File: src/hdl/assert_macros.svh
// Assertion macros shared by the RTL
`ifndef ASSERT_MACROS_SVH
`define ASSERT_MACROS_SVH
// Implication checked at every rising clock edge outside reset
`define ASSERT_IMPL(label, clk, rst_n, ante, cons) \
  label: assert property (@(posedge clk) disable iff (!rst_n) (ante) |-> (cons)) \
    else $error("assertion failed");
// Next-cycle implication
`define ASSERT_NEXT(label, clk, rst_n, ante, cons) \
  label: assert property (@(posedge clk) disable iff (!rst_n) (ante) |=> (cons)) \
    else $error("assertion failed");
`endif

File: src/hdl/mau_pkg.sv
// Package of the modular arithmetic unit: widths, codes and item types
package mau_pkg;
  localparam int unsigned DataWidth = 32;
  localparam logic [DataWidth-1:0] ModulusReset = DataWidth'(2);

  typedef enum logic [1:0] {
    OP_ADD = 2'd0,
    OP_SUB = 2'd1,
    OP_MUL = 2'd2,
    OP_INV = 2'd3
  } op_e;

  typedef struct packed {
    logic [1:0]           operation;
    logic [DataWidth-1:0] operand_a;
    logic [DataWidth-1:0] operand_b;
  } in_item_t;

  typedef struct packed {
    logic [DataWidth-1:0] result;
    logic                 no_inverse;
  } out_item_t;
endpackage

File: src/hdl/modular_arithmetic_unit_core.sv
// Operands are reduced by a bit-serial restoring divider; multiply is bit-serial
// double-and-add; an inverse runs at most about 1.44W Euclid steps, each of them one
// division, one multiply and one coefficient update. One item at a time; the next
// item is accepted after the result.
// Reset (rst_ni low, asynchronous): modulus = 2, controller idle, no result pending.
`include "assert_macros.svh"
module modular_arithmetic_unit_core import mau_pkg::*; #(
  parameter int unsigned Width = DataWidth
) (
  input  logic      clk_i,
  input  logic      rst_ni,
  input  logic      cfg_we_i,
  input  logic [DataWidth-1:0] cfg_wdata_i,
  input  logic      in_valid_i,
  output logic      in_ready_o,
  input  in_item_t  in_item_i,
  output logic      out_valid_o,
  input  logic      out_ready_i,
  output out_item_t out_item_o
);
  localparam int unsigned CntW = $clog2(Width + 2);

  typedef enum logic [3:0] {
    ST_IDLE, ST_RED_A, ST_RED_B, ST_EXEC, ST_MUL, ST_INV_DIV, ST_INV_MUL, ST_INV_UPD,
    ST_OUT
  } state_e;

  state_e state_q;
  logic [Width-1:0] mod_q;
  logic [1:0]       op_q;
  logic [Width-1:0] a_q, b_q;
  // divider: remainder, quotient/dividend shift register
  logic [Width:0]   rem_q;
  logic [Width-1:0] quo_q;
  logic [CntW-1:0]  cnt_q;
  // Euclid state
  logic [Width-1:0] r0_q, r1_q, t0_q, t1_q;
  // multiplier accumulator and multiplier shift register
  logic [Width-1:0] acc_q, mr_q;
  logic [Width-1:0] res_q;
  logic             none_q, out_valid_q;

  // serial helpers
  logic [Width:0]   rem_sh, rem_sub;
  logic [Width:0]   dbl, dbl_r, add_s, add_r;
  logic [Width-1:0] mcand, divisor;
  logic [Width:0]   sum_ab;

  assign rem_sh  = {rem_q[Width-1:0], quo_q[Width-1]};
  assign rem_sub = rem_sh - {1'b0, divisor};
  assign dbl     = {acc_q, 1'b0};
  assign dbl_r   = (dbl >= {1'b0, mod_q}) ? dbl - {1'b0, mod_q} : dbl;
  assign add_s   = dbl_r + {1'b0, mcand};
  assign add_r   = (add_s >= {1'b0, mod_q}) ? add_s - {1'b0, mod_q} : add_s;
  assign sum_ab  = {1'b0, a_q} + {1'b0, b_q};

  always_comb begin
    divisor = (state_q == ST_INV_DIV) ? r1_q : mod_q;
    mcand   = (state_q == ST_INV_MUL) ? t1_q : a_q;
  end

  assign in_ready_o  = (state_q == ST_IDLE);
  assign out_valid_o = out_valid_q;
  assign out_item_o  = '{result: DataWidth'(res_q), no_inverse: none_q};

  // configuration register
  always_ff @(posedge clk_i or negedge rst_ni) begin
    if (!rst_ni) begin
      mod_q <= Width'(ModulusReset);
    end else if (cfg_we_i) begin
      mod_q <= cfg_wdata_i[Width-1:0];
    end
  end

  // controller and datapath
  always_ff @(posedge clk_i or negedge rst_ni) begin
    if (!rst_ni) begin
      state_q     <= ST_IDLE;
      out_valid_q <= 1'b0;
      cnt_q       <= '0;
    end else begin
      case (state_q)
        ST_IDLE: begin
          if (in_valid_i) begin
            op_q    <= in_item_i.operation;
            a_q     <= in_item_i.operand_a[Width-1:0];
            b_q     <= in_item_i.operand_b[Width-1:0];
            quo_q   <= in_item_i.operand_a[Width-1:0];
            rem_q   <= '0;
            cnt_q   <= '0;
            state_q <= ST_RED_A;
          end
        end
        ST_RED_A, ST_RED_B, ST_INV_DIV: begin
          if (cnt_q == CntW'(Width - 1)) begin
            // last divide step: hand the remainder on
            cnt_q <= '0;
            if (state_q == ST_RED_A) begin
              a_q     <= (rem_sh >= {1'b0, divisor}) ? rem_sub[Width-1:0]
                                                     : rem_sh[Width-1:0];
              quo_q   <= b_q;
              rem_q   <= '0;
              state_q <= ST_RED_B;
            end else if (state_q == ST_RED_B) begin
              b_q     <= (rem_sh >= {1'b0, divisor}) ? rem_sub[Width-1:0]
                                                     : rem_sh[Width-1:0];
              state_q <= ST_EXEC;
            end else begin
              // quotient is final; remainder becomes new r1
              r0_q    <= r1_q;
              r1_q    <= (rem_sh >= {1'b0, divisor}) ? rem_sub[Width-1:0]
                                                     : rem_sh[Width-1:0];
              mr_q    <= {quo_q[Width-2:0], (rem_sh >= {1'b0, divisor})};
              acc_q   <= '0;
              state_q <= ST_INV_MUL;
            end
          end else begin
            // one restoring divide step
            if (rem_sh >= {1'b0, divisor}) begin
              rem_q <= rem_sub;
              quo_q <= {quo_q[Width-2:0], 1'b1};
            end else begin
              rem_q <= rem_sh;
              quo_q <= {quo_q[Width-2:0], 1'b0};
            end
            cnt_q <= cnt_q + 1'b1;
          end
        end
        ST_EXEC: begin
          none_q <= 1'b0;
          if (mod_q >= Width'(2)) begin
            case (op_q)
              OP_ADD: begin
                res_q   <= (sum_ab >= {1'b0, mod_q}) ? Width'(sum_ab - {1'b0, mod_q})
                                                     : sum_ab[Width-1:0];
                state_q <= ST_OUT;
              end
              OP_SUB: begin
                res_q   <= (a_q >= b_q) ? a_q - b_q : a_q - b_q + mod_q;
                state_q <= ST_OUT;
              end
              OP_MUL: begin
                acc_q   <= '0;
                mr_q    <= b_q;
                cnt_q   <= '0;
                state_q <= ST_MUL;
              end
              default: begin
                r0_q <= mod_q;
                r1_q <= a_q;
                t0_q <= '0;
                t1_q <= Width'(1);
                state_q <= ST_INV_UPD;
              end
            endcase
          end else begin
            res_q   <= '0;
            state_q <= ST_OUT;
          end
        end
        ST_MUL, ST_INV_MUL: begin
          // double and add, multiplier msb first (quotient used unreduced, at most the modulus)
          if (cnt_q == CntW'(Width - 1)) begin
            cnt_q <= '0;
            if (state_q == ST_MUL) begin
              res_q   <= mr_q[Width-1] ? add_r[Width-1:0] : dbl_r[Width-1:0];
              state_q <= ST_OUT;
            end else begin
              // q*t1 mod m; the update then forms t2 = t0 - q*t1 mod m
              acc_q   <= mr_q[Width-1] ? add_r[Width-1:0] : dbl_r[Width-1:0];
              state_q <= ST_INV_UPD;
            end
          end else begin
            acc_q <= mr_q[Width-1] ? add_r[Width-1:0] : dbl_r[Width-1:0];
            mr_q  <= {mr_q[Width-2:0], 1'b0};
            cnt_q <= cnt_q + 1'b1;
          end
        end
        ST_INV_UPD: begin
          if (cnt_q == '0 && r0_q != mod_q || cnt_q != '0) begin
            // finish the coefficient update after a step
            t0_q <= t1_q;
            t1_q <= (t0_q >= acc_q) ? t0_q - acc_q : t0_q - acc_q + mod_q;
          end
          cnt_q <= '0;
          // mark first entry by r0 == modulus with t1 == 1, t0 == 0
          if (r1_q == '0 || (r0_q != mod_q && r1_q == '0)) begin
            // the coefficient of the final remainder is the one shifted into t0
            none_q  <= (r0_q != Width'(1));
            res_q   <= (r0_q != Width'(1)) ? '0 : t1_q;
            state_q <= ST_OUT;
          end else begin
            quo_q   <= r0_q;
            rem_q   <= '0;
            state_q <= ST_INV_DIV;
          end
        end
        ST_OUT: begin
          if (!out_valid_q) begin
            out_valid_q <= 1'b1;
          end else if (out_ready_i) begin
            out_valid_q <= 1'b0;
            state_q     <= ST_IDLE;
          end
        end
        default: state_q <= ST_IDLE;
      endcase
    end
  end

  `ASSERT_IMPL(a_out_idle, clk_i, rst_ni, out_valid_q, state_q == ST_OUT)
  `ASSERT_IMPL(a_res_range, clk_i, rst_ni, out_valid_q && mod_q >= Width'(2), res_q < mod_q)
  `ASSERT_NEXT(a_accept, clk_i, rst_ni, in_valid_i && in_ready_o, state_q == ST_RED_A)
endmodule

File: config.mk
export PLATFORM = sky130hd
export DESIGN_NAME = modular_arithmetic_unit_core
export DESIGN_NICKNAME = d
export VERILOG_FILES = /design/src/hdl/mau_pkg.sv /design/src/hdl/modular_arithmetic_unit_core.sv
export VERILOG_INCLUDE_DIRS = /design/src /design/src/hdl
export SDC_FILE = /design/constraint.sdc
export NUM_CORES = 1
export LEC_CHECK = 0
export BUFFER_PORTS_ARGS = -buffer_cell sky130_fd_sc_hd__buf_2
export CAP_MARGIN = 15
export CELL_PAD_IN_SITES_DETAIL_PLACEMENT = 1
export CELL_PAD_IN_SITES_GLOBAL_PLACEMENT = 2
export CORE_ASPECT_RATIO = 0.75
export CORE_MARGIN = 2
export CORE_UTILIZATION = 43
export CTS_BUF_LIST = sky130_fd_sc_hd__clkbuf_8 sky130_fd_sc_hd__clkbuf_16
export DETAILED_ROUTE_END_ITERATION = 10
export GPL_ROUTABILITY_DRIVEN = 0
export PLACE_DENSITY_LB_ADDON = 0.1
export SETUP_SLACK_MARGIN = 0.5
export SYNTH_ARGS = -nofsm -noshare
export SYNTH_HDL_FRONTEND = slang
export SYNTH_SLANG_ARGS = --single-unit
File: constraint.sdc
create_clock -name clk_i -period 23.9 [get_ports clk_i]
set_input_delay 3.585 -clock clk_i [delete_from_list [all_inputs] [get_ports clk_i]]
set_output_delay 3.585 -clock clk_i [all_outputs]
set_load 0.005 [all_outputs]
==> results of run 1 <==
==> logic make-up (layout without fill, tap and decap cells) <==
kind of cell               after synthesis  in the layout  share of synthesized area [%]
adders and majority gates              330            330                           11.6
buffers and inverters                  369            482                           4.02
DFF                                    398            398                           32.5
xor gates and xnor gates               297            297                           7.27
and+or+nand+nor                       1221           1221                           15.8
muxes                                  155            155                           4.43
AOI/OAI and AO/OA                     1360           1360                           24.4
==> through the flow <==
stage	hold slack [ns]	worst slack, ns
6_report	0.497	14.52
3_3_place_gp	0.487	14.35
4_1_cts	0.499	14.72
5_1_grt	0.534	14.03
2_1_floorplan	0.488	15.00
3_5_place_dp	0.485	14.81
==> routing by layer <==
metal / wire length (µm) / GRT usage [%] / share of wire [%]
met1: 69600 / 49.4 / 46
met2: 66300 / 54.1 / 43
met3: 11300 / 5.32 / 7.4
met4: 5560 / 11.9 / 3.6
met5: 16 / 0 / 0.010
==> cell usage in the layout (no fill, tap or decap), drive strengths merged, types with 41 or more instances in the layout <==
cell type,instances
and2,49
ha,320
o21a,77
xor2,115
nor3,81
o31ai,42
xnor2,181
nand2b,47
clkbuf,52
inv,209
a22oi,68
nor2b,41
o21bai,47
nand2,361
nor4,50
nor2,372
o21ai,302
buf,190
o211ai,42
a21oi,367
nand3,69
a21o,111
mux2i,118
a31oi,68
nand4,44
a211oi,64
dfrtp,42
edfxtp,355
==> layout make-up <==
class | count | share of cell area (%)
timing repair buffer | 190 | 2.72
clock inverter | 39 | 0.962
clock buffer | 52 | 3.24
inverter | 201 | 1.90
multi-input combinational | 3363 | 58.1
tap | 1128 | 3.55
sequential | 398 | 29.5
==> Yosys cell counts, types with 14 or more instances <==
cell                       count
sky130_fd_sc_hd__nor2_1      370
sky130_fd_sc_hd__a21oi_1     364
sky130_fd_sc_hd__nand2_1     360
sky130_fd_sc_hd__edfxtp_1    355
sky130_fd_sc_hd__ha_1        320
sky130_fd_sc_hd__o21ai_0     288
sky130_fd_sc_hd__inv_1       199
sky130_fd_sc_hd__xnor2_1     180
sky130_fd_sc_hd__clkbuf_1    122
sky130_fd_sc_hd__mux2i_1     118
sky130_fd_sc_hd__xor2_1      114
sky130_fd_sc_hd__a21o_1      111
sky130_fd_sc_hd__nor3_1       80
sky130_fd_sc_hd__o21a_1       77
sky130_fd_sc_hd__nand3_1      69
sky130_fd_sc_hd__a22oi_1      68
sky130_fd_sc_hd__a31oi_1      66
sky130_fd_sc_hd__a211oi_1     63
sky130_fd_sc_hd__nor4_1       50
sky130_fd_sc_hd__and2_1       49
sky130_fd_sc_hd__nand2b_1     47
sky130_fd_sc_hd__o21bai_1     47
sky130_fd_sc_hd__nand4_1      44
sky130_fd_sc_hd__dfrtp_1      42
sky130_fd_sc_hd__nor2b_1      41
sky130_fd_sc_hd__o211ai_1     41
sky130_fd_sc_hd__o31ai_1      41
sky130_fd_sc_hd__mux2_2       35
sky130_fd_sc_hd__and3_1       30
sky130_fd_sc_hd__or3_1        29
sky130_fd_sc_hd__buf_2        26
sky130_fd_sc_hd__a221o_1      19
sky130_fd_sc_hd__a211o_1      16
sky130_fd_sc_hd__or2_2        14
==> worst max-delay path by stage <==
| stage | end | cells after the start | slack, ns | startpoint |
|---|---|---|---|---|
| floorplan | t0_q[0] | 3 | 15.00 | rst_ni |
| global placement | res_q[25] | 32 | 14.35 | mod_q[1] |
| detailed placement | res_q[27] | 31 | 14.81 | mod_q[1] |
| CTS | res_q[27] | 31 | 14.72 | mod_q[1] |
| global route | res_q[27] | 31 | 14.03 | mod_q[1] |
| finish | res_q[27] | 31 | 14.52 | mod_q[1] |
==> tightest hold or removal path, delay by kind of cell, from the launching register on <==
family	cells	cell delay (ns)
flip-flops	1	0.36
AND/OR/NAND/NOR	2	0.11
==> flip-flops by register name (all words and copies together), names as in the netlist, 2 cells and up <==
| signal | count |
|---|---|
| a_q | 32 |
| acc_q | 32 |
| b_q | 32 |
| mod_q | 32 |
| mr_q | 32 |
| quo_q | 32 |
| r0_q | 32 |
| r1_q | 32 |
| rem_q | 32 |
| res_q | 32 |
| t0_q | 32 |
| t1_q | 32 |
| cnt_q | 6 |
| state_q | 4 |
| op_q | 2 |
==> out/qor.json, run 1 <==
{
  "status": "finished clean",
  "area.sequential_um2": 11700,
  "yosys.area.top_type": "sky130_fd_sc_hd__edfxtp_1",
  "rsz_0062_raised_after_global_routing": "false",
  "synth-edff-count": 355,
  "cts_resized": 0,
  "cts_root_buffer": "sky130_fd_sc_hd__clkbuf_16",
  "worstHoldPathType": "reg -> reg",
  "port_buffers": 137,
  "detail_route.wirelength_um": 153000,
  "share_of_layout_cells_above_drive_strength_1_pct": 8.96,
  "clkTransAtPathRegs_ns": 0.06,
  "fin_cells": 5371,
  "placedCellCount": 5280,
  "final.setup_skew_ns": 0.0246,
  "grt_max_degree": 89,
  "design.final.nets": 4636,
  "antenna_violations_before_repair": 2,
  "worst-r2r-cell-count": 31,
  "grt_remaining_overflow": 0,
  "final-max-slew-violation-count": 0,
  "final_period_minus_worst_setup_slack_ns": 9.38,
  "globalRouteTotalUtil_pct": 34.8,
  "worst_slew_pin_slew_ns": 1.13,
  "netlist_instances": 4130,
  "maxClockFrequency_ghz": 0.107,
  "fin_util_pct": 47.5,
  "place.detailed.hpwl_um": 121000,
  "r2r-start": "mod_q[1]",
  "clock_sinks": 398,
  "post-route-drc-count": 0,
  "floorplan.io_pins": 138,
  "cp_data_required_time_ns": 24.22,
  "tritoncts": "built",
  "clock_buffers_created_by_tritoncts": 49,
  "cts_buffer_depth": 3,
  "whs_endpoint": "out_valid_o",
  "synth_flop_cell": "sky130_fd_sc_hd__edfxtp_1",
  "cts_post_setup_buffers_inserted": 0,
  "placement.cell_area_um2": 38100,
  "synthTopCellsByArea": "sky130_fd_sc_hd__edfxtp_1 29%, sky130_fd_sc_hd__ha_1 11%, sky130_fd_sc_hd__a21oi_1 5.0%, sky130_fd_sc_hd__xnor2_1 4.4%, sky130_fd_sc_hd__o21ai_0 4.0%",
  "core_um2": 83700,
  "ys_seq_elements": 398,
  "worstHoldStart": "out_valid_o",
  "floorplan.die_area_um2": 86400,
  "setup_viol": 0,
  "rows": 92,
  "synth_fp_nets": 4563,
  "r2r-end": "res_q[27]",
  "avgSynthCellArea_um2": 8.75,
  "timing.critical_path.from_type": "register",
  "tns_setup_ns": 0,
  "maxCapViolations": 0,
  "r2r_setup_slack_ns": 14.52,
  "initial_drt_markers": 3553,
  "multi_input_area_um2": 23100,
  "crit_path_end_kind": "register",
  "mappedNetlistArea_um2": 36200,
  "fill_cells": 9834,
  "critical-path-top-cell-by-count": "sky130_fd_sc_hd__a21oi_1",
  "n_antenna_cell": 0,
  "timing.final.crit_share_pct": 39.2,
  "critical-path-max-stage-delay_ns": 0.69,
  "max-slew-margin-rel_pct": 24.3,
  "grt_pass1_wl_um": 226000,
  "crit_family": "compound AO/OA/AOI/OAI gates",
  "die_height_um": 255,
  "die_w_um": 339,
  "post_drt_wl_per_cell_um": 28.4,
  "final_design_area_no_fill_um2": 39800,
  "crit_type": "reg -> reg",
  "cp.arrival_ns": 9.70,
  "initial_core_util_pct": 43.2,
  "seq_area_frac_synth_pct": 32.5,
  "htree_num_levels": 2,
  "first_global_vias": 33200,
  "crit_slowest_cell": "sky130_fd_sc_hd__dfstp_2",
  "async_flop_share_pct": 10.8,
  "areaGrowthSynthToFinish_pct": 10.0,
  "drtAntennaViolNets": 0,
  "synth_largest_type_area_fraction_pct": 29.5,
  "min_path_cells": 2,
  "drt_pre_antenna_iters": 6,
  "synthDistinctLibCells": 108,
  "post_drt_via_cell_ratio": 6.30,
  "maximum_fanout_along_the_worst_path": 37,
  "holdBufCountCts": 0,
  "worst_skew_pair.late_latency_ns": 0.64,
  "timing_hold_violations_final": 0,
  "synthesis.yosys.warnings": 0,
  "dr_total_vias": 33800,
  "timing.critical_path.buf_inv": 2
}
Power of run 1 is not shown: default switching activity piles up to over one toggle a cycle in this logic, so the estimate is an artifact.
==> inputs of run 2 (changes only) <==
- CORE_UTILIZATION: 43 -> 36
- clock period: 23.9 -> 8.43 ns (I/O delays scaled with it)
==> out/qor.json, run 2 (synthesis gave the netlist of run 1 again) <==
{
  "cts_buffer_depth": 3,
  "r2r-start": "acc_q[12]",
  "grt_max_degree": 84,
  "r2r_setup_slack_ns": 0.67,
  "grtUsageMet1_pct": 45.7,
  "globalRouteTotalUtil_pct": 30.9,
  "areaGrowthSynthToFinish_pct": 14.6,
  "die_w_um": 370,
  "crit_path_end_kind": "register",
  "share_of_layout_cells_above_drive_strength_1_pct": 13.0,
  "rows": 100,
  "maxCapViolations": 0,
  "place.detailed.hpwl_um": 131000,
  "crit_slowest_cell": "sky130_fd_sc_hd__edfxtp_1",
  "detail_route.wirelength_um": 164000,
  "drtAntennaViolNets": 0,
  "htree_num_levels": 2,
  "status": "finished clean",
  "setup_ws_ns": 0.674,
  "whs_endpoint": "out_valid_o",
  "maximum_fanout_along_the_worst_path": 8,
  "drt_pre_antenna_iters": 5,
  "cp_data_required_time_ns": 8.79,
  "clkTransAtPathRegs_ns": 0.07,
  "floorplan.io_pins": 138,
  "critical-path-max-stage-delay_ns": 0.46,
  "grt_remaining_overflow": 0,
  "timing.critical_path.from_type": "register",
  "initial_core_util_pct": 36.4,
  "worst_skew_pair.late_latency_ns": 0.64,
  "fin_util_pct": 41.7,
  "holdBufCountCts": 0,
  "final-max-slew-violation-count": 0,
  "worst_slew_pin_slew_ns": 1.21,
  "dr_total_vias": 33900,
  "worst-r2r-cell-count": 31,
  "cp.arrival_ns": 8.12,
  "pre_cts_slack_ns": -0.0515,
  "min_path_cells": 2,
  "timing.final.crit_share_pct": 92.0,
  "initial_drt_markers": 3246,
  "global_routing_met3_resource_utilization_pct": 3.52,
  "final.setup_skew_ns": 0.0430,
  "r2r-end": "res_q[25]",
  "port_buffers": 137,
  "clock_buffers_created_by_tritoncts": 48,
  "layout_commonest_cell": "sky130_fd_sc_hd__nor2_1",
  "met2_usage_pct": 47.9,
  "cts_root_buffer": "sky130_fd_sc_hd__clkbuf_16",
  "global_route.peak_usage_layer": "met2",
  "layout.cells.most_common_list": "362 x sky130_fd_sc_hd__nor2_1, 357 x sky130_fd_sc_hd__nand2_1, 355 x sky130_fd_sc_hd__edfxtp_1, 348 x sky130_fd_sc_hd__a21oi_1, 302 x sky130_fd_sc_hd__ha_1",
  "placement.cell_area_um2": 39000,
  "die_height_um": 278,
  "crit_type": "reg -> reg",
  "tritoncts": "built",
  "setup_viol": 0,
  "timing_hold_violations_final": 0,
  "post_drt_wl_per_cell_um": 28.8,
  "design.final.nets": 4748,
  "first_global_vias": 32800,
  "clock_sinks": 398,
  "final_design_area_no_fill_um2": 41400,
  "grt_pass1_wl_um": 235000,
  "max-slew-margin-rel_pct": 18.5,
  "core_um2": 99300,
  "post_drt_via_cell_ratio": 5.96,
  "worstHoldPathType": "reg -> reg",
  "floorplan.die_area_um2": 103000,
  "post-route-drc-count": 0,
  "antenna_violations_before_repair": 2,
  "final_period_minus_worst_setup_slack_ns": 7.76,
  "rsz_0062_raised_after_global_routing": "true",
  "maxClockFrequency_ghz": 0.129,
  "worstHoldStart": "out_valid_o"
}
run 2: changes by cell type in the layout (fill, tap and decap cells not counted), moves of 9 or more:
cell,previous run,this run
sky130_fd_sc_hd__a21oi_1,362,348
sky130_fd_sc_hd__a21oi_2,3,12
sky130_fd_sc_hd__buf_4,53,156
sky130_fd_sc_hd__ha_1,320,302
sky130_fd_sc_hd__ha_2,0,12
run 2: timing repair:
item	4_1_cts	5_1_grt
endpoints found under the hold margin	0	0
endpoints found under the setup margin	64	64
pin swaps	7	45
buffers inserted	2	25
resized for setup	25	105
gates cloned	0	2
run 2: critical path: cells and delay by family (launching register included):
family	cells	cell delay [ns]
AO/OA/AOI/OAI	16	3.14
AND/OR/NAND/NOR	7	1.85
adder cells (fa/ha/maj)	3	0.94
buffers and inverters	3	0.58
flip-flops	1	0.46
multiplexers	1	0.31
XOR/XNOR	1	0.18
run 2: cell type report:
cell class	instances	area (µm²)
Multi-Input combinational cell	3363	23700
Timing Repair Buffer	303	2020
Tap cell	1326	1660
Inverter	201	754
Sequential cell	398	11700
Clock buffer	49	1210
Fill cell	11700	57900
Antenna cell	6	15.0
Clock inverter	40	359
run 2: how the worst max path moves through the flow:
stage	endpoint	slack [ns]	from
after floorplan	res_q[26]	0.88	mod_q[1]
after global placement	res_q[1]	0.11	mod_q[1]
after detailed placement	res_q[1]	-0.05	mod_q[1]
after CTS	res_q[29]	0.50	acc_q[10]
after global routing	res_q[25]	0.31	mod_q[1]
final	res_q[25]	0.67	acc_q[12]
run 2: through the flow:
stage / hold slack, ns / setup TNS (ns) / instances
6_report: 0.520 / 0 / 5686
5_1_grt: 0.562 / 0 / 5680
4_1_cts: 0.533 / 0 / 5652
3_5_place_dp: 0.518 / -0.0756 / 5561
3_3_place_gp: 0.479 / 0 / 5561
2_1_floorplan: 0.488 / 0 / 4130
run 2: layer usage:
metal,routed length [µm],part of all wire (%)
met4,3420,2.1
met3,10100,6.2
met1,77900,48
met2,72200,44
met5,0,0
Power of run 2 is left out for the same reason.
